===== src/hw/rtl/packet_fifo_with_serial_tags_assert.svh =====
// Assertion macros used by the packet FIFO control module.
`ifndef PACKET_FIFO_WITH_SERIAL_TAGS_ASSERT_SVH
`define PACKET_FIFO_WITH_SERIAL_TAGS_ASSERT_SVH

// Checks that the consequent holds in the same cycle as the antecedent.
`define PFST_ASSERT_IMPL(lbl, ante, cons, msg) \
  lbl: assert property (@(posedge clk) disable iff (rst) (ante) |-> (cons)) \
    else $error(msg);

// Checks that the consequent holds in the cycle after the antecedent.
`define PFST_ASSERT_NEXT(lbl, ante, cons, msg) \
  lbl: assert property (@(posedge clk) disable iff (rst) (ante) |=> (cons)) \
    else $error(msg);

`endif


===== src/hw/rtl/pfst_pkg.sv =====
// Shared types and constants of the packet FIFO with serial tags.
package pfst_pkg;

  localparam int DEF_QUEUE_DEPTH = 64;
  localparam int DEF_SERIAL_BITS = 16;
  localparam logic [7:0] OVERHEAD_RESET = 8'd96;
  localparam int DESC_W = 96;

  typedef enum logic [2:0] {
    OP_PUT       = 3'd0,
    OP_PUT_FLUSH = 3'd1,
    OP_GET       = 3'd2,
    OP_START     = 3'd3,
    OP_ABORT     = 3'd4,
    OP_FLUSH     = 3'd5
  } op_t;

  typedef enum logic [1:0] {
    ST_OK      = 2'd0,
    ST_ABORTED = 2'd1,
    ST_EMPTY   = 2'd2,
    ST_FULL    = 2'd3
  } status_t;

  typedef enum logic {
    S_IDLE = 1'b0,
    S_READ = 1'b1
  } state_t;

  typedef struct packed {
    status_t      status;
    logic [31:0]  handle;
    logic [7:0]   stream_id;
    logic [23:0]  bytes;
    logic [31:0]  duration;
    logic [15:0]  serial;
    logic         is_flush;
    logic [6:0]   count;
    logic [31:0]  total_bytes;
    logic [47:0]  total_duration;
    logic [15:0]  current_serial;
  } result_t;

endpackage


===== src/hw/rtl/pfst_out.sv =====
// Output register stage that holds one result until the consumer takes it.
module pfst_out (
  input  logic              clk,
  input  logic              rst,
  input  logic              res_valid,
  output logic              res_ready,
  input  pfst_pkg::result_t res,
  output logic              out_valid,
  input  logic              out_ready,
  output pfst_pkg::result_t out_res
);

  assign res_ready = !out_valid || out_ready;

  always_ff @(posedge clk) begin
    if (rst) begin
      out_valid <= 1'b0;
    end else if (res_valid) begin
      out_valid <= 1'b1;
    end else if (out_ready) begin
      out_valid <= 1'b0;
    end
  end

  always_ff @(posedge clk) begin
    if (res_valid) begin
      out_res <= res;
    end
  end

endmodule


===== config.mk =====
export PLATFORM = sky130hd
export DESIGN_NAME = pfst_out
export DESIGN_NICKNAME = d
export VERILOG_FILES = /design/src/hw/rtl/packet_fifo_with_serial_tags_assert.svh /design/src/hw/rtl/pfst_pkg.sv /design/src/hw/rtl/pfst_out.sv
export SDC_FILE = /design/constraint.sdc
export NUM_CORES = 1
export LEC_CHECK = 0
export ABC_AREA = 1
export ABC_CLOCK_PERIOD_IN_PS = 980
export BUFFER_PORTS_ARGS = -buffer_cell sky130_fd_sc_hd__buf_2
export CORE_AREA = 2 2 171 173
export DETAILED_ROUTE_END_ITERATION = 16
export DIE_AREA = 0 0 173 175
export MAX_ROUTING_LAYER = met4
export PLACE_DENSITY = 0.59
export SYNTH_ARGS = -nofsm -noshare
export SYNTH_HDL_FRONTEND = slang
export SYNTH_SLANG_ARGS = --single-unit

===== constraint.sdc =====
create_clock -name clk -period 0.98 [get_ports clk]
set_clock_uncertainty 0.2 [all_clocks]
set_input_delay 0.049 -clock clk [delete_from_list [all_inputs] [get_ports clk]]
set_output_delay 0.049 -clock clk [all_outputs]
set_load 0.01 [all_outputs]

Word-level counts from Yosys, hierarchy flattened --
Cells that the tools add are included.
Word-level totals: flip-flop bits (word level) 219, logic and storage cells 17
Cells by class: mux-type cells 2, reduce and logical (&&, ||, !) cells 3
Operators by type and width (number):
- two-way mux 1 bit | 2
- nonzero test 2 bit | 1
- logical NOT 1 bit | 1
- logical OR 1 bit | 1

Longest topological paths before layout --
Gate-level depths: netlist of the first run.
depth after elaboration 2, mapped depth 3

Worst setup path after synthesis of the first run --
No wires, ideal clock.
path type reg-to-reg, start point register out_valid (netlist name), end point register out_valid, setup time 0.066 ns, data arrival time 0.571 ns, data required time 0.714 ns, path slack 0.143 ns, stages on the path, launching flop included 3, cell sequence dfxtp_1 > nand2_2 > a21oi_2
RTL lines:
- to (signal assigned) | RTL line pfst_out.sv:17 | out_valid <= 1'b0;
- to (signal assigned) | RTL line pfst_out.sv:19 | out_valid <= 1'b1;
- to (signal assigned) | RTL line pfst_out.sv:21 | out_valid <= 1'b0;
- to (decl) | RTL line pfst_out.sv:8 | output logic out_valid,

Worst setup path after layout of the first run --
start point register out_res[132] (netlist bit), end point output out_res[132] (netlist bit)
RTL lines:
- from (decl) | RTL line pfst_out.sv:10 | output pfst_pkg::result_t out_res
- from (signal assigned) | RTL line pfst_out.sv:27 | out_res <= res;
No word-level cell between the ends.

==> metrics.md, run 1 <==
| Metric | Value |
|---|---|
| Fraction of layout instances using a drive strength above 1 | 0.527 |
| Critical Path AT | 1070 ps |
| DRC Markers | 0 |
| Pin count of the biggest net entering global routing | 34 |
| Antenna-violating nets left | 0 |
| Pwr dens | roughly 1800 nW/um^2 |
| CP peak stage delay | roughly 400 ps |
| Setup violators final | 220 |
| Height of the die | between 150 and 200 um |
| #FFs+latches synth | 219 |
| CTS tree | built |
| Cell family with most CP delay | flip-flops |
| Top cell type's share of synthesized area | 0.994 |
| Cells after Synth | approximately 220 |
| YS warnings | 0 |
| GR Overflow Total | 0 |
| Final Cycle Share | 1.35 |
| Die X | about 170 um |
| Area Growth Syn to Fin | 89.9% |
| Worst path required time | 730 ps |
| Critical path peak fanout | 1 |
| Worst setup margin | -343 ps |
| Setup CP Type | reg2out |
| Hold_ws | -271 ps |
| Commonest cells after routing, fill and taps aside | buf_2, dlygate4sd3_1, edfxtp_1 |
| GRT Util Overall | 0.142 |
| Antenna violations before repair | 2 |
| GPL Wtd Cong | 0.785 |
| Dpl hpwl | about 15 mm |
| Setup repair after global routing missed its margin | yes |
| Port bufs | around 440 |
| Status | finished with violations |
| Row count | 62 |
| Most common cell after layout, fill and taps aside | buf_2 |
| Vias/cell | roughly 3.8 |
| H-tree levels | 1 |
| CTS Sinks | 219 |
| Rel. slew slack | 0.862 |
| Post-synthesis sequential area ratio | 0.997 |
| Via count | ~5100 |
| Final Critical Period | around 1300 ps |
| Mean Syn Cell Area | about 30 sq um |
| WL/cell | 16.6 um |
| Cell area after synthesis | ~6600 sq um |
| CP Cell Sequence | buf_2 |
| Max Cap Violations | 0 |
| DR pass1 iterations | 4 |
| Max Root-Sink Buffers | 3 |
| Actual slew at the worst max-slew pin | a little over 200 ps |
| Crit path capture type | output pin |
| First-pass GRT wire length | between 30 and 40 mm |
| Failing checks | negative hold slack, negative setup slack |
| Number of clock buffers inserted by TritonCTS | 23 |
| Area contributors post-synth | edfxtp_1, dfxtp_1, a21oi_2, inv_1, nand2_2 |
| Vias in the first global route | between 5000 and 6000 |
| Startpoint types | register |
| DP Worst Slack | -77.1 ps |
| NumNets Final | about 1100 |
| Full die area | a little over 30000 sq um |
| CTS Hold Bufs | 220 |
| Critical path's slowest cell | edfxtp_1 |
| WL final | roughly 22 mm |
| Final hold vios | around 220 |
| Pins Over Slew Limit | 0 |
| DR iter-0 viols | around 190 |
| Num ports | 442 |
| CP Buf/Inv Count | 1 |
| Max Freq | between 0.7 and 0.8 GHz |
| Synth cell types | 5 |
| Cell taking the most area after synthesis | edfxtp_1 |
| Clock Tree Root | clkbuf_16 |
| Leakage power | about 5.3 nW |
| Clk Latency, worst-skew pair | 510 ps |
| Syn Nets | approximately 450 |
| Core area | around 28000 sq um |
| Worst-path clk slew | around 60 ps |
| Starting Density | 0.232 |
| Max VDD drop | around 0.0014 V |
| Hold crit path type | in2reg |
## Yosys cell counts, drive strengths merged
master / n
nand2: 1
inv: 2
a21oi: 1
edfxtp: 218
dfxtp: 1
## cell families after synthesis
logic type	Yosys count	share of synthesized area
buffers and inverters	2	0.00114
flip-flops	219	0.997
AND/OR/NAND/NOR	1	0.000950
AO/OA/AOI/OAI	1	0.00133
## state kept, by name (all words and copies together) (netlist names)
signal,cells
out_res,218
out_valid,1
## power breakdown
part	leakage, nW	internal (mW)	switching, mW	total [mW]
sequential	2.14	11.1	0.221	11.4
clock	0.359	5.11	3.35	8.46
combinational	2.81	1.47	1.20	2.67
## layer usage
metal | track usage | vias to the layer above | routed length, um
li1 | - | 2319 | -
met1 | 0.145 | 2419 | 7870
met2 | 0.259 | 305 | 11400
met3 | 0.0444 | 43 | 1970
met4 | 0.0466 | 0 | 728
met5 | - | - | 0
## through the flow
step | setup TNS (ps) | util | power, mW | area [sq um] | std cells
floorplan | 0 | - | 11.9 | 6590 | 223
global placement | -9190 | 0.332 | 13.4 | 9440 | 1065
detailed placement | -9610 | 0.332 | 13.4 | 9440 | 1065
CTS | -70060 | 0.438 | 22.7 | 12400 | 1324
global route | -73340 | 0.441 | 23.3 | 12500 | 1327
finish | -62770 | 0.441 | 22.5 | 12500 | 1327
## final timing paths
kind | startpoint | endpoint | slack [ps] | cells after the start
setup / recovery | out_res[132]$_DFFE_PP_ | out_res[132] | -340 | 1
hold / removal | out_ready | out_valid$_SDFFE_PP0P_ | -270 | 5
setup reg to reg | out_valid$_SDFFE_PP0P_ | out_valid$_SDFFE_PP0P_ | 70 | 3
hold reg to reg | out_valid$_SDFFE_PP0P_ | out_valid$_SDFFE_PP0P_ | 370 | 3
## cell type report
| type | count | area [sq um] |
|---|---|---|
| fill | 2481 | 15900 |
| sequential | 219 | 6570 |
| timing repair buffer | 679 | 4690 |
| clock buffer | 31 | 646 |
| tap | 384 | 480 |
| clock inverter | 8 | 93.8 |
| multi-input combinational | 2 | 20.0 |
| inverter | 2 | 7.51 |
| antenna | 2 | 5.00 |
## what timing repair did
action	CTS	global route
pin swaps	1	0
gates resized for setup	11	16
setup buffers	0	1
endpoints found under the hold margin	437	217
endpoints found under the setup margin	220	220
Note: power is estimated with default switching activity, not from simulation.
==> run 2, diff against run 1 <==
CELL_PAD_IN_SITES_DETAIL_PLACEMENT = 1   (was unset)
CELL_PAD_IN_SITES_GLOBAL_PLACEMENT = 2   (was unset)
CORE_AREA = 2 2 174 176   (was 2 2 171 173)
DIE_AREA = 0 0 176 178   (was 0 0 173 175)
PLACE_DENSITY = 0.76   (was 0.59)
==> run 2 against run 1 <==
  * The run still ends with negative hold slack, negative setup slack left
  * Die area up 3.5%
  * Count of clock-buffer cells in the layout shrank 1
  * Global-route usage rose by 0.89 points
  * Non-clock buffer count increased by 4
  * Hold slack worse by 48 ps
  * Cell count up 1.4%
  * Sequential cell count unchanged
  * Clock power grew 8.0%
  * Critical path type unchanged
  * Largest cell class unchanged
==> metrics.md, run 2 (synthesis gave the netlist of run 1 again) <==
| Metric | Value |
|---|---|
| Worst path required time | roughly 730 ps |
| DRC Markers | 0 |
| GRT Util Overall | 0.151 |
| Hold_ws | -319 ps |
| CP Cell Sequence | buf_2 |
| Dpl hpwl | about 16 mm |
| Area Growth Syn to Fin | 91.4% |
| Leakage power | 5.36 nW |
| Final hold vios | 214 |
| Setup CP Type | reg2out |
| Sw power | around 5.1 mW |
| Max Cap Violations | 0 |
| Num ports | 442 |
| Clock Tree Root | clkbuf_16 |
| Height of the die | about 180 um |
| Pin count of the biggest net entering global routing | 38 |
| WL final | ~24 mm |
| Layout Utilization | 0.429 |
| DR iter-0 viols | about 140 |
| Sw Ratio | 0.221 |
| Critical path's slowest cell | edfxtp_1 |
| Largest register FFs | 218 |
| Pwr dens | 1840 nW/um^2 |
| Row count | 63 |
| Combinational Power Share | 0.118 |
| Max Freq | around 0.74 GHz |
| Critical Path AT | 1100 ps |
| WL/cell | between 15 and 20 um |
| Actual slew at the worst max-slew pin | about 190 ps |
| Pins Over Slew Limit | 0 |
| Max VDD drop | around 0.0013 V |
| Flop pwr share | 0.489 |
| Antenna-violating nets left | 0 |
| Status | finished with violations |
| Via count | between 5000 and 6000 |
| Cell family with most CP delay | flip-flops |
| Die X | roughly 180 um |
| NumNets Final | approximately 1200 |
| Vias in the first global route | 5928 |
| Rel. slew slack | 0.871 |
| Worst-path clk slew | 60 ps |
| H-tree levels | 1 |
| First-pass GRT wire length | between 30 and 40 mm |
| Final Critical Period | approximately 1400 ps |
| CP Buf/Inv Count | 1 |
| Setup violators final | 221 |
| GPL Wtd Cong | between 0.8 and 0.9 |
| Largest regs | out_res: 218 flops, out_valid: 1 flops |
| Top reg by flops | out_res |
| GR Overflow Total | 0 |
| Core area | between 20000 and 30000 sq um |
| Port bufs | approximately 440 |
| CTS tree | built |
| Failing checks | negative hold slack, negative setup slack |
| Max Root-Sink Buffers | 3 |
| Clk Latency, worst-skew pair | between 500 and 600 ps |
| Startpoint types | register |
| CTS Sinks | 219 |
| Hold crit path type | in2reg |
| Most common cell after layout, fill and taps aside | buf_2 |
| Number of clock buffers inserted by TritonCTS | 25 |
| Fillers | around 3000 |
| CP peak stage delay | about 420 ps |
| Vias/cell | roughly 3.8 |
| Starting Density | 0.224 |
| Clock share of power | 0.394 |
| DR pass1 iterations | 4 |
| Final Cycle Share | 1.38 |
| Commonest cells after routing, fill and taps aside | buf_2, dlygate4sd3_1, edfxtp_1 |
| Worst setup margin | -370 ps |
| Crit path capture type | output pin |
| Fraction of layout instances using a drive strength above 1 | 0.523 |
| Antenna violations before repair | 2 |
| Full die area | 31300 sq um |
| Cell-internal power | around 18 mW |
| Setup repair after global routing missed its margin | yes |
| Critical path peak fanout | 1 |
-- run 2: cell count changes in the layout (fill, tap and decap cells not counted), sizes merged --
cell         change
buf              +3
clkinvlp         -2
dlygate4sd3      +1
bufinv           +1
diode            +1
inv              +2
clkinv           +7
clkbuf           -1
-- run 2: repair_timing --
item,CTS,global route
resized for setup,4,18
endpoints found under the setup margin,220,222
hold buffers,220,1
buffers inserted,1,1
pin swaps,1,0
endpoints found under the hold margin,437,217
-- run 2: power by group through the flow --
stage                     Clock (mW)  Combinational [mW]  Sequential (mW)
final                           9.14                2.73             11.3
after global routing            9.79                2.91             11.4
after CTS                       9.39                2.65             11.3
after detailed placement           0                1.93             11.5
after global placement             0                1.90             11.5
after floorplan                    0             0.00710             11.9
-- run 2: final cells by class --
cell class / instances / area, sq um / share of cell area
inverter: 2 / 7.51 / 0.000595
timing repair buffer: 683 / 4720 / 0.375
clock inverter: 16 / 159 / 0.0126
tap: 390 / 488 / 0.0387
sequential: 219 / 6570 / 0.521
antenna: 3 / 7.51 / 0.000595
multi-input combinational: 2 / 15.0 / 0.00119
clock buffer: 30 / 644 / 0.0511
-- run 2: per-layer routing --
layer | routed length (um) | global-route usage | vias up
met4 | 818 | 0.0561 | 0
met2 | 12400 | 0.269 | 322
met3 | 2140 | 0.0475 | 49
met1 | 8870 | 0.157 | 2420
li1 | - | - | 2341
met5 | 0 | - | -
-- run 2: worst paths after layout --
| kind | to | cells past startpoint | start | slack [ps] |
|---|---|---|---|---|
| worst max-delay path | out_res[108] | 1 | out_res[108]$_DFFE_PP_ | -370 |
| worst min-delay path | out_res[128]$_DFFE_PP_ | 1 | res_valid | -320 |
| worst max register to register | out_valid$_SDFFE_PP0P_ | 4 | out_valid$_SDFFE_PP0P_ | -40 |
| worst min register to register | out_valid$_SDFFE_PP0P_ | 4 | out_valid$_SDFFE_PP0P_ | 460 |
-- run 2: per-stage QoR --
step	cells	TNS, ps	power, mW	worst slack (ps)	area [sq um]
CTS	1340	-71250	23.4	-393	12500
finish	1345	-65220	23.2	-370	12600
detailed placement	1073	-13450	13.4	-105	9470
floorplan	223	0	11.9	143	6590
global placement	1073	-11170	13.4	-92.4	9470
global route	1344	-76900	24.1	-432	12600
