--- config.mk ---
export PLATFORM = sky130hd
export DESIGN_NAME = pfst_ctrl
export DESIGN_NICKNAME = d
export VERILOG_FILES = /design/src/hw/rtl/pfst_pkg.sv /design/src/hw/rtl/pfst_ctrl.sv
export VERILOG_INCLUDE_DIRS = /design/src /design/src/hw/rtl
export SDC_FILE = /design/constraint.sdc
export NUM_CORES = 1
export LEC_CHECK = 0
export BUFFER_PORTS_ARGS = -buffer_cell sky130_fd_sc_hd__buf_2
export CAP_MARGIN = 5
export CORE_AREA = 5 5 219 221
export DETAILED_ROUTE_END_ITERATION = 10
export DIE_AREA = 0 0 224 226
export PLACE_DENSITY = 0.58
export SYNTH_ARGS = -nofsm -noshare
export SYNTH_HDL_FRONTEND = slang
export SYNTH_SLANG_ARGS = --single-unit
--- constraint.sdc ---
create_clock -name clk -period 6.65 [get_ports clk]
set_clock_uncertainty 0.2 [all_clocks]
set_input_delay 1.33 -clock clk [delete_from_list [all_inputs] [get_ports clk]]
set_output_delay 1.33 -clock clk [all_outputs]
set_load 0.02 [all_outputs]
--- src/hw/rtl/packet_fifo_with_serial_tags_assert.svh ---
// Assertion macros used by the packet FIFO control module.
`ifndef PACKET_FIFO_WITH_SERIAL_TAGS_ASSERT_SVH
`define PACKET_FIFO_WITH_SERIAL_TAGS_ASSERT_SVH

// Checks that the consequent holds in the same cycle as the antecedent.
`define PFST_ASSERT_IMPL(lbl, ante, cons, msg) \
  lbl: assert property (@(posedge clk) disable iff (rst) (ante) |-> (cons)) \
    else $error(msg);

// Checks that the consequent holds in the cycle after the antecedent.
`define PFST_ASSERT_NEXT(lbl, ante, cons, msg) \
  lbl: assert property (@(posedge clk) disable iff (rst) (ante) |=> (cons)) \
    else $error(msg);

`endif

--- src/hw/rtl/pfst_pkg.sv ---
// Shared types and constants of the packet FIFO with serial tags.
package pfst_pkg;

  localparam int DEF_QUEUE_DEPTH = 64;
  localparam int DEF_SERIAL_BITS = 16;
  localparam logic [7:0] OVERHEAD_RESET = 8'd96;
  localparam int DESC_W = 96;

  typedef enum logic [2:0] {
    OP_PUT       = 3'd0,
    OP_PUT_FLUSH = 3'd1,
    OP_GET       = 3'd2,
    OP_START     = 3'd3,
    OP_ABORT     = 3'd4,
    OP_FLUSH     = 3'd5
  } op_t;

  typedef enum logic [1:0] {
    ST_OK      = 2'd0,
    ST_ABORTED = 2'd1,
    ST_EMPTY   = 2'd2,
    ST_FULL    = 2'd3
  } status_t;

  typedef enum logic {
    S_IDLE = 1'b0,
    S_READ = 1'b1
  } state_t;

  typedef struct packed {
    status_t      status;
    logic [31:0]  handle;
    logic [7:0]   stream_id;
    logic [23:0]  bytes;
    logic [31:0]  duration;
    logic [15:0]  serial;
    logic         is_flush;
    logic [6:0]   count;
    logic [31:0]  total_bytes;
    logic [47:0]  total_duration;
    logic [15:0]  current_serial;
  } result_t;

endpackage

--- src/hw/rtl/pfst_ctrl.sv ---
// Queue control: pointers, totals, serial, abort flag and the request sequencer.
`include "packet_fifo_with_serial_tags_assert.svh"

module pfst_ctrl #(
  parameter int QUEUE_DEPTH = pfst_pkg::DEF_QUEUE_DEPTH,
  parameter int SERIAL_BITS = pfst_pkg::DEF_SERIAL_BITS,
  parameter int PTR_W       = $clog2(QUEUE_DEPTH),
  parameter int ENTRY_W     = pfst_pkg::DESC_W + SERIAL_BITS + 1
) (
  input  logic                   clk,
  input  logic                   rst,
  input  logic                   cfg_wr_en,
  input  logic [7:0]             cfg_wr_data,
  input  logic                   in_valid,
  output logic                   in_ready,
  input  logic [2:0]             operation,
  input  logic [31:0]            pkt_handle,
  input  logic [7:0]             stream_id,
  input  logic [23:0]            pkt_bytes,
  input  logic [31:0]            pkt_duration,
  output logic                   ram_wr_en,
  output logic [PTR_W-1:0]       ram_wr_addr,
  output logic [ENTRY_W-1:0]     ram_wr_data,
  output logic                   ram_rd_en,
  output logic [PTR_W-1:0]       ram_rd_addr,
  input  logic [ENTRY_W-1:0]     ram_rd_data,
  output logic                   res_valid,
  input  logic                   res_ready,
  output pfst_pkg::result_t      res
);

  localparam int CNT_W = $clog2(QUEUE_DEPTH + 1);
  localparam int SB = SERIAL_BITS;

  pfst_pkg::state_t  state, state_next;
  pfst_pkg::op_t     op;
  pfst_pkg::status_t st;

  logic [PTR_W-1:0]       head_ptr, head_next, tail_ptr, tail_next;
  logic [PTR_W-1:0]       head_inc, tail_inc;
  logic [CNT_W-1:0]       entry_count, count_next;
  logic [31:0]            byte_sum, byte_sum_next;
  logic [47:0]            duration_sum, duration_sum_next;
  logic [SERIAL_BITS-1:0] generation, generation_next;
  logic                   aborted, aborted_next;
  logic [7:0]             entry_overhead;
  logic                   acc, full, empty;
  logic                   enq_try, chk_abort, mark;
  logic [31:0]            enq_handle, enq_duration;
  logic [7:0]             enq_stream;
  logic [23:0]            enq_bytes;
  logic [31:0]            rd_handle, rd_duration;
  logic [7:0]             rd_stream;
  logic [23:0]            rd_bytes;
  logic [SERIAL_BITS-1:0] rd_serial;
  logic                   rd_flush;

  assign op        = pfst_pkg::op_t'(operation);
  assign in_ready  = (state == pfst_pkg::S_IDLE) && res_ready;
  assign acc       = in_valid && in_ready;
  assign full      = entry_count == CNT_W'(QUEUE_DEPTH);
  assign empty     = entry_count == '0;
  assign head_inc  = (head_ptr == PTR_W'(QUEUE_DEPTH - 1)) ? '0 : head_ptr + PTR_W'(1);
  assign tail_inc  = (tail_ptr == PTR_W'(QUEUE_DEPTH - 1)) ? '0 : tail_ptr + PTR_W'(1);

  assign rd_flush    = ram_rd_data[0];
  assign rd_serial   = ram_rd_data[SB -: SB];
  assign rd_duration = ram_rd_data[SB + 32 -: 32];
  assign rd_bytes    = ram_rd_data[SB + 56 -: 24];
  assign rd_stream   = ram_rd_data[SB + 64 -: 8];
  assign rd_handle   = ram_rd_data[SB + 96 -: 32];

  assign ram_wr_addr = tail_ptr;
  assign ram_rd_addr = head_ptr;

  always_comb begin
    state_next = state;
    case (state)
      pfst_pkg::S_IDLE: begin
        if (acc && (op == pfst_pkg::OP_GET) && !aborted && !empty) begin
          state_next = pfst_pkg::S_READ;
        end
      end
      pfst_pkg::S_READ: begin
        state_next = pfst_pkg::S_IDLE;
      end
      default: begin
        state_next = pfst_pkg::S_IDLE;
      end
    endcase
  end

  always_comb begin
    head_next         = head_ptr;
    tail_next         = tail_ptr;
    count_next        = entry_count;
    byte_sum_next     = byte_sum;
    duration_sum_next = duration_sum;
    generation_next   = generation;
    aborted_next      = aborted;
    ram_wr_en         = 1'b0;
    ram_rd_en         = 1'b0;
    res_valid         = 1'b0;
    st                = pfst_pkg::ST_OK;
    enq_try           = 1'b0;
    chk_abort         = 1'b1;
    mark              = 1'b0;
    res               = '0;
    case (state)
      pfst_pkg::S_IDLE: begin
        if (acc) begin
          res_valid = 1'b1;
          case (op)
            pfst_pkg::OP_PUT: begin
              enq_try = 1'b1;
            end
            pfst_pkg::OP_PUT_FLUSH: begin
              enq_try = 1'b1;
              mark    = 1'b1;
            end
            pfst_pkg::OP_GET: begin
              if (aborted) begin
                st = pfst_pkg::ST_ABORTED;
              end else if (empty) begin
                st = pfst_pkg::ST_EMPTY;
              end else begin
                ram_rd_en = 1'b1;
                res_valid = 1'b0;
              end
            end
            pfst_pkg::OP_START: begin
              aborted_next = 1'b0;
              enq_try      = 1'b1;
              chk_abort    = 1'b0;
              mark         = 1'b1;
            end
            pfst_pkg::OP_ABORT: begin
              aborted_next = 1'b1;
            end
            pfst_pkg::OP_FLUSH: begin
              head_next         = '0;
              tail_next         = '0;
              count_next        = '0;
              byte_sum_next     = '0;
              duration_sum_next = '0;
            end
            default: begin
            end
          endcase
        end
      end
      pfst_pkg::S_READ: begin
        res_valid         = 1'b1;
        head_next         = head_inc;
        count_next        = entry_count - CNT_W'(1);
        byte_sum_next     = byte_sum - 32'(rd_bytes) - 32'(entry_overhead);
        duration_sum_next = duration_sum - 48'(rd_duration);
        res.handle        = rd_handle;
        res.stream_id     = rd_stream;
        res.bytes         = rd_bytes;
        res.duration      = rd_duration;
        res.serial        = 16'(rd_serial);
        res.is_flush      = rd_flush;
      end
      default: begin
      end
    endcase

    enq_handle   = mark ? '0 : pkt_handle;
    enq_stream   = mark ? '0 : stream_id;
    enq_bytes    = mark ? '0 : pkt_bytes;
    enq_duration = mark ? '0 : pkt_duration;

    if (enq_try) begin
      if (chk_abort && aborted) begin
        st = pfst_pkg::ST_ABORTED;
      end else if (full) begin
        st = pfst_pkg::ST_FULL;
      end else begin
        ram_wr_en         = 1'b1;
        tail_next         = tail_inc;
        count_next        = entry_count + CNT_W'(1);
        generation_next   = mark ? generation + SERIAL_BITS'(1) : generation;
        byte_sum_next     = byte_sum + 32'(enq_bytes) + 32'(entry_overhead);
        duration_sum_next = duration_sum + 48'(enq_duration);
      end
    end

    ram_wr_data = {enq_handle, enq_stream, enq_bytes, enq_duration, generation_next, mark};

    res.status         = st;
    res.count          = 7'(count_next);
    res.total_bytes    = byte_sum_next;
    res.total_duration = duration_sum_next;
    res.current_serial = 16'(generation_next);
  end

  always_ff @(posedge clk) begin
    if (rst) begin
      state        <= pfst_pkg::S_IDLE;
      head_ptr     <= '0;
      tail_ptr     <= '0;
      entry_count  <= '0;
      byte_sum     <= '0;
      duration_sum <= '0;
      generation   <= '0;
      aborted      <= 1'b1;
    end else begin
      state        <= state_next;
      head_ptr     <= head_next;
      tail_ptr     <= tail_next;
      entry_count  <= count_next;
      byte_sum     <= byte_sum_next;
      duration_sum <= duration_sum_next;
      generation   <= generation_next;
      aborted      <= aborted_next;
    end
  end

  always_ff @(posedge clk) begin
    if (rst) begin
      entry_overhead <= pfst_pkg::OVERHEAD_RESET;
    end else if (cfg_wr_en) begin
      entry_overhead <= cfg_wr_data;
    end
  end

  `PFST_ASSERT_IMPL(a_count_bound, 1'b1, entry_count <= CNT_W'(QUEUE_DEPTH), "Count above depth.")
  `PFST_ASSERT_NEXT(a_read_once, state == pfst_pkg::S_READ, state == pfst_pkg::S_IDLE, "Long read.")
  `PFST_ASSERT_IMPL(a_result_has_room, res_valid, res_ready, "Result while output full.")
  `PFST_ASSERT_NEXT(a_read_follows_fetch, ram_rd_en, res_valid, "Fetch gave no result.")

endmodule

# Word level (Yosys, flattened, before mapping)
# Index checks and enable logic that the tools add are counted.
# totals
ff_bits	125
latchBits	0
mem_bits_rw	0
mem_bits_ro	0
elab_cells	117
n_memories	0
# op_classes
add_sub_neg	11
n_mul	0
div	0
order_cmp	0
eq_ne	10
n_shift	0
n_mux	71
bitwise	1
reduce_logical	15
# op_table
cell	n
48-bit 2-to-1 mux	5
32-bit 2-to-1 mux	7
113-bit 2-to-1 mux	1
48-bit case mux with 2 select lines	1
16-bit 2-to-1 mux	4
32-bit case mux with 2 select lines	1
6-bit 2-to-1 mux	10
48-bit by 32-bit adder with 48-bit output	1
48-bit by 32-bit subtractor with 48-bit output	1
7-bit 2-to-1 mux	5
32-bit by 24-bit adder with 32-bit output	1
32-bit by 8-bit adder with 32-bit output	1
32-bit by 24-bit subtractor with 32-bit output	1
32-bit by 8-bit subtractor with 32-bit output	1
24-bit 2-to-1 mux	1
1-bit 2-to-1 mux	22
16-bit by 1-bit adder with 16-bit output, second input constant	1
2-bit 2-to-1 mux	8
7-bit case mux with 2 select lines	1
6-bit by 1-bit adder with 6-bit output, second input constant	2
6-bit == test, second input constant	2
6-bit case mux with 2 select lines	1
8-bit 2-to-1 mux	1
7-bit by 1-bit adder with 7-bit output, second input constant	1
18 further kinds	28

# Longest topological paths before layout
# depth
word_depth	11
ltp_mapped	18

# Least setup slack after synthesis
# OpenSTA, ideal clock, no wires.
# synth_path
path_type	input to output
from	input port operation[2]
to	output port res[93] (netlist bit)
arrival_ps	5231
required_time_ps	5120
path_slack_ps	-111
cell_stages	17
path_buffers	2
cell_sequence	and4bb_2 -> nand2_1 -> clkbuf_1 -> clkbuf_1 -> and2_1 -> fa_1 -> ha_1 -> inv_1 -> fa_1 -> nor2b_1 -> o31ai_1 -> a21oi_1 -> o2bb2ai_1 -> o21bai_1 -> o21ai_1 -> a311oi_1 -> a31oi_1
# synth_lines
element	line_no	source
start, declared	pfst_ctrl.sv:16	input logic [2:0] operation,
end, declared	pfst_ctrl.sv:29	output pfst_pkg::result_t res

==> results.md <==
* Final Wtd Congestion at roughly 0.94
* Row count at 79
* Root buf cell: clkbuf_16
* Total core area at roughly 46,000 um^2
* Final Setup Violations at 0
* Yosys top cell by area: dfxtp_1
* Combinational share of power at around a third
* Critical Path RT at between 5 and 6 ns
* Final max-slew violation count at 0
* Total negative slack at 0 ns
* Ys flop type: dfxtp_1
* CP endpoint kind: output pin
* Max VDD drop at 0.193 mV
* CP Launch Type: input port
* Synth area leaders: dfxtp_1 16%, ha_1 12%, and2_1 10%
* Status: finished clean
* RR Endpoint: byte_sum[23]
* Min cycle time layout at approximately 6.6 ns
* Vias/cell at approximately 5.4
* Post-Syn Instances at 2,124
* Routed Wire Length at between 60,000 and 70,000 um
* Cell with the most instances after synthesis: and2_1
* Total CTS buffers at 17
* Max-cap viol count at 0
* Syn Std Cell Area at between 15,000 and 20,000 um^2
* Final Instance Count excl. Fillers at 3,336
* Max_slew headroom at ~37%
* Crit Path Max Fanout at 5
* Internal at 1.75 mW
* Placed Instances at between 3,000 and 4,000
* Reg power frac at ~28%
* Fin util at between 40 and 50%
* Max Freq at between 150 and 200 MHz
* Worst R2R Path Depth at 18
* Clk_lat worst skew at ~0.46 ns
* Initial antenna violation count at 1
* Hold Startpoint: duration_sum[47]
* Layout Area Growth over Synthesis at 33.8%
* EDFF count, synth at 0
* Post-route ant nets at 0
* Sequential share of the synthesized area at around 16%
* Routed length per instance at between 15 and 20 um
* Depth of the CTS H-tree at 4
* Pre-Repair DR Iteration Count at 6
* Clk pwr share at between 30 and 40%
* Die Ht at 226 um
* Async SR Flop Fraction at 0%
* Reg2reg setup slack at between 2 and 2.5 ns
* #FFs+latches synth at around 130
* Crit Path Class: in -> out
* Total Nets Final at roughly 3,100
* Final Hold Slack at 0.298 ns
* Ports at between 500 and 600
* Die footprint at ~51,000 um^2
* Leakage at approximately 10 nW
* Layout cells sized above 1 at a little under a third
* PwrDens at about 130 nW/um^2
* Via count at 18,000
* Max clock buf depth at 2
* Hold Path Class: reg -> reg
* Mapped Nets at about 2,500
* Final period util at about 99%
* Count of cell types in the netlist at between 90 and 100
* Pin count of the biggest net entering global routing at 92
* Reg2reg start: state
* Clock transition at path regs at 0.06 ns
* Port-buffer cells at 571
* CTS tree: done
* Synthesized area per cell at approximately 7 um^2
* Sw frac at a little over a third
* Drt drc at 0
* Top-area cell type share of the netlist area at between 15 and 20%
* Min-Delay Endpoint: duration_sum[47]
* Hold Fails Final Rpt at 0
* Hold depth at 1
* Psw at about 980 uW
* Worst slew pin tran at around 0.95 ns
* Synth top cells by count: 243 x and2_1, 182 x nand2_1, 173 x nor2_1
* Iter 0 DRT Violations at 1,033
* Die Wd at 224 um
* Final HPWL DP at approximately 51,000 um
* Number of global-route vias before repair at roughly 18,000
* Initial Utilization at roughly 33%
* Final Total Pwr at 2.73 mW
* Ys Warns at 0
* CP arrival at about 5 ns
* First-pass GRT wire length at between 90,000 and 100,000 um
* Ant diodes at 0
* Remaining Overflow, GRT at 0
* GR Util All Layers at about a quarter
* CTS sink cnt at about 130
[worst max path at each step]
stage	endpoint	slack, ns	start	depth (start not counted)
4_1_cts	res[87]	0.003	operation[2]	19
5_1_grt	res[50]	-0.007	in_valid	19
3_5_place_dp	res[91]	-0.25	in_valid	20
2_1_floorplan	res[95]	0.01	operation[2]	18
3_3_place_gp	res[91]	-0.18	in_valid	20
6_report	res[88]	0.1	operation[2]	19
[cell families after synthesis]
| logic type | Yosys count | synth area share, % |
|---|---|---|
| XOR/XNOR | 104 | 5.96 |
| AND/OR/NAND/NOR | 842 | 28.4 |
| multiplexers | 21 | 1.41 |
| AO/OA/AOI/OAI | 592 | 25.8 |
| buffers and inverters | 269 | 7.15 |
| flip-flops | 125 | 16.4 |
| adder cells (fa/ha/maj) | 171 | 14.9 |
[per-layer routing]
metal	wire length, um	share of wire [%]	vias up	global-route usage [%]
li1	-	-	8723	-
met3	3620	5.6	108	3.57
met5	0	0	-	0
met1	26200	41	8515	28.2
met4	2190	3.4	0	8.81
met2	32500	50	647	44.1
[worst max-delay path: stages]
cell,delay (ns)
buf_2,0.10
and4bb_4,0.35
nand2_8,0.10
bufbuf_16,0.28
and2_4,0.16
fa_1,0.52
ha_4,0.29
buf_4,0.12
nand3_1,0.09
nor2_2,0.16
buf_4,0.17
nand4_1,0.19
a31oi_2,0.28
o22ai_1,0.14
o21ai_1,0.18
xor2_1,0.17
nand2_1,0.08
nand3_1,0.12
buf_2,0.19
[repair_timing]
action | 4_1_cts | 5_1_grt
endpoints found under the setup margin | 23 | 33
cloned | 2 | 0
hold buffers | 0 | 0
gates resized for setup | 31 | 51
buffers inserted | 4 | 7
pin swaps | 18 | 32
[state kept, by name, summed over array words and instances (netlist names)]
name / cells
aborted: 1
entry_overhead: 8
entry_count: 7
generation: 16
byte_sum: 32
state: 1
ram_wr_addr: 6
duration_sum: 48
ram_rd_addr: 6
[layout make-up]
type | instances | area [um^2]
inverters | 144 | 542
fillers | 4668 | 25500
well taps | 607 | 759
clock inverters | 13 | 166
clock buffers | 19 | 443
flip-flops and latches | 125 | 2510
repair buffers | 698 | 3930
multi-input cells | 1730 | 12100
[power by group through the flow]
| stage | registers, mW | clock network (mW) | logic, mW |
|---|---|---|---|
| 2_1_floorplan | 0.787 | 0 | 0.573 |
| 3_3_place_gp | 0.792 | 0 | 0.887 |
| 3_5_place_dp | 0.792 | 0 | 0.897 |
| 4_1_cts | 0.776 | 1.04 | 0.919 |
| 5_1_grt | 0.777 | 1.06 | 1.03 |
| 6_report | 0.776 | 1.01 | 0.939 |
[layout by cell type (no fill, tap or decap), types with 7 or more instances in the layout]
| cell type | synthesis | routed |
|---|---|---|
| mux2i_1 | 17 | 17 |
| a21o_1 | 47 | 47 |
| nand2b_1 | 23 | 20 |
| nand3_1 | 60 | 59 |
| nand4_1 | 24 | 24 |
| a221oi_1 | 25 | 23 |
| nor2_1 | 173 | 166 |
| ha_4 | 0 | 7 |
| nor3_1 | 41 | 40 |
| dfxtp_1 | 125 | 124 |
| o221ai_1 | 8 | 7 |
| and2_1 | 243 | 239 |
| ha_1 | 152 | 141 |
| o21bai_1 | 13 | 12 |
| xnor2_1 | 61 | 61 |
| fa_1 | 19 | 16 |
| or2_2 | 7 | 7 |
| o21a_1 | 25 | 25 |
| a311oi_1 | 10 | 10 |
| buf_2 | 7 | 565 |
| or3_1 | 16 | 15 |
| a21oi_1 | 171 | 166 |
| inv_1 | 142 | 141 |
| a22oi_1 | 14 | 14 |
| nand2_1 | 182 | 181 |
| clkbuf_16 | 0 | 17 |
| o22ai_1 | 8 | 8 |
| o21ai_0 | 92 | 87 |
| and3_1 | 31 | 31 |
| xor2_1 | 43 | 43 |
| nor2b_1 | 9 | 8 |
| a211oi_1 | 17 | 15 |
| o31ai_1 | 10 | 9 |
| a31oi_1 | 38 | 35 |
| o211ai_1 | 30 | 30 |
| buf_4 | 17 | 124 |
[per-stage QoR]
step	cell area [um^2]	setup slack [ns]
2_1_floorplan	15300	0.0131
3_3_place_gp	19300	-0.183
3_5_place_dp	19300	-0.250
4_1_cts	20100	0.00333
5_1_grt	20400	-0.00704
6_report	20400	0.0968
No activity file was read; power rests on OpenSTA's default activity.
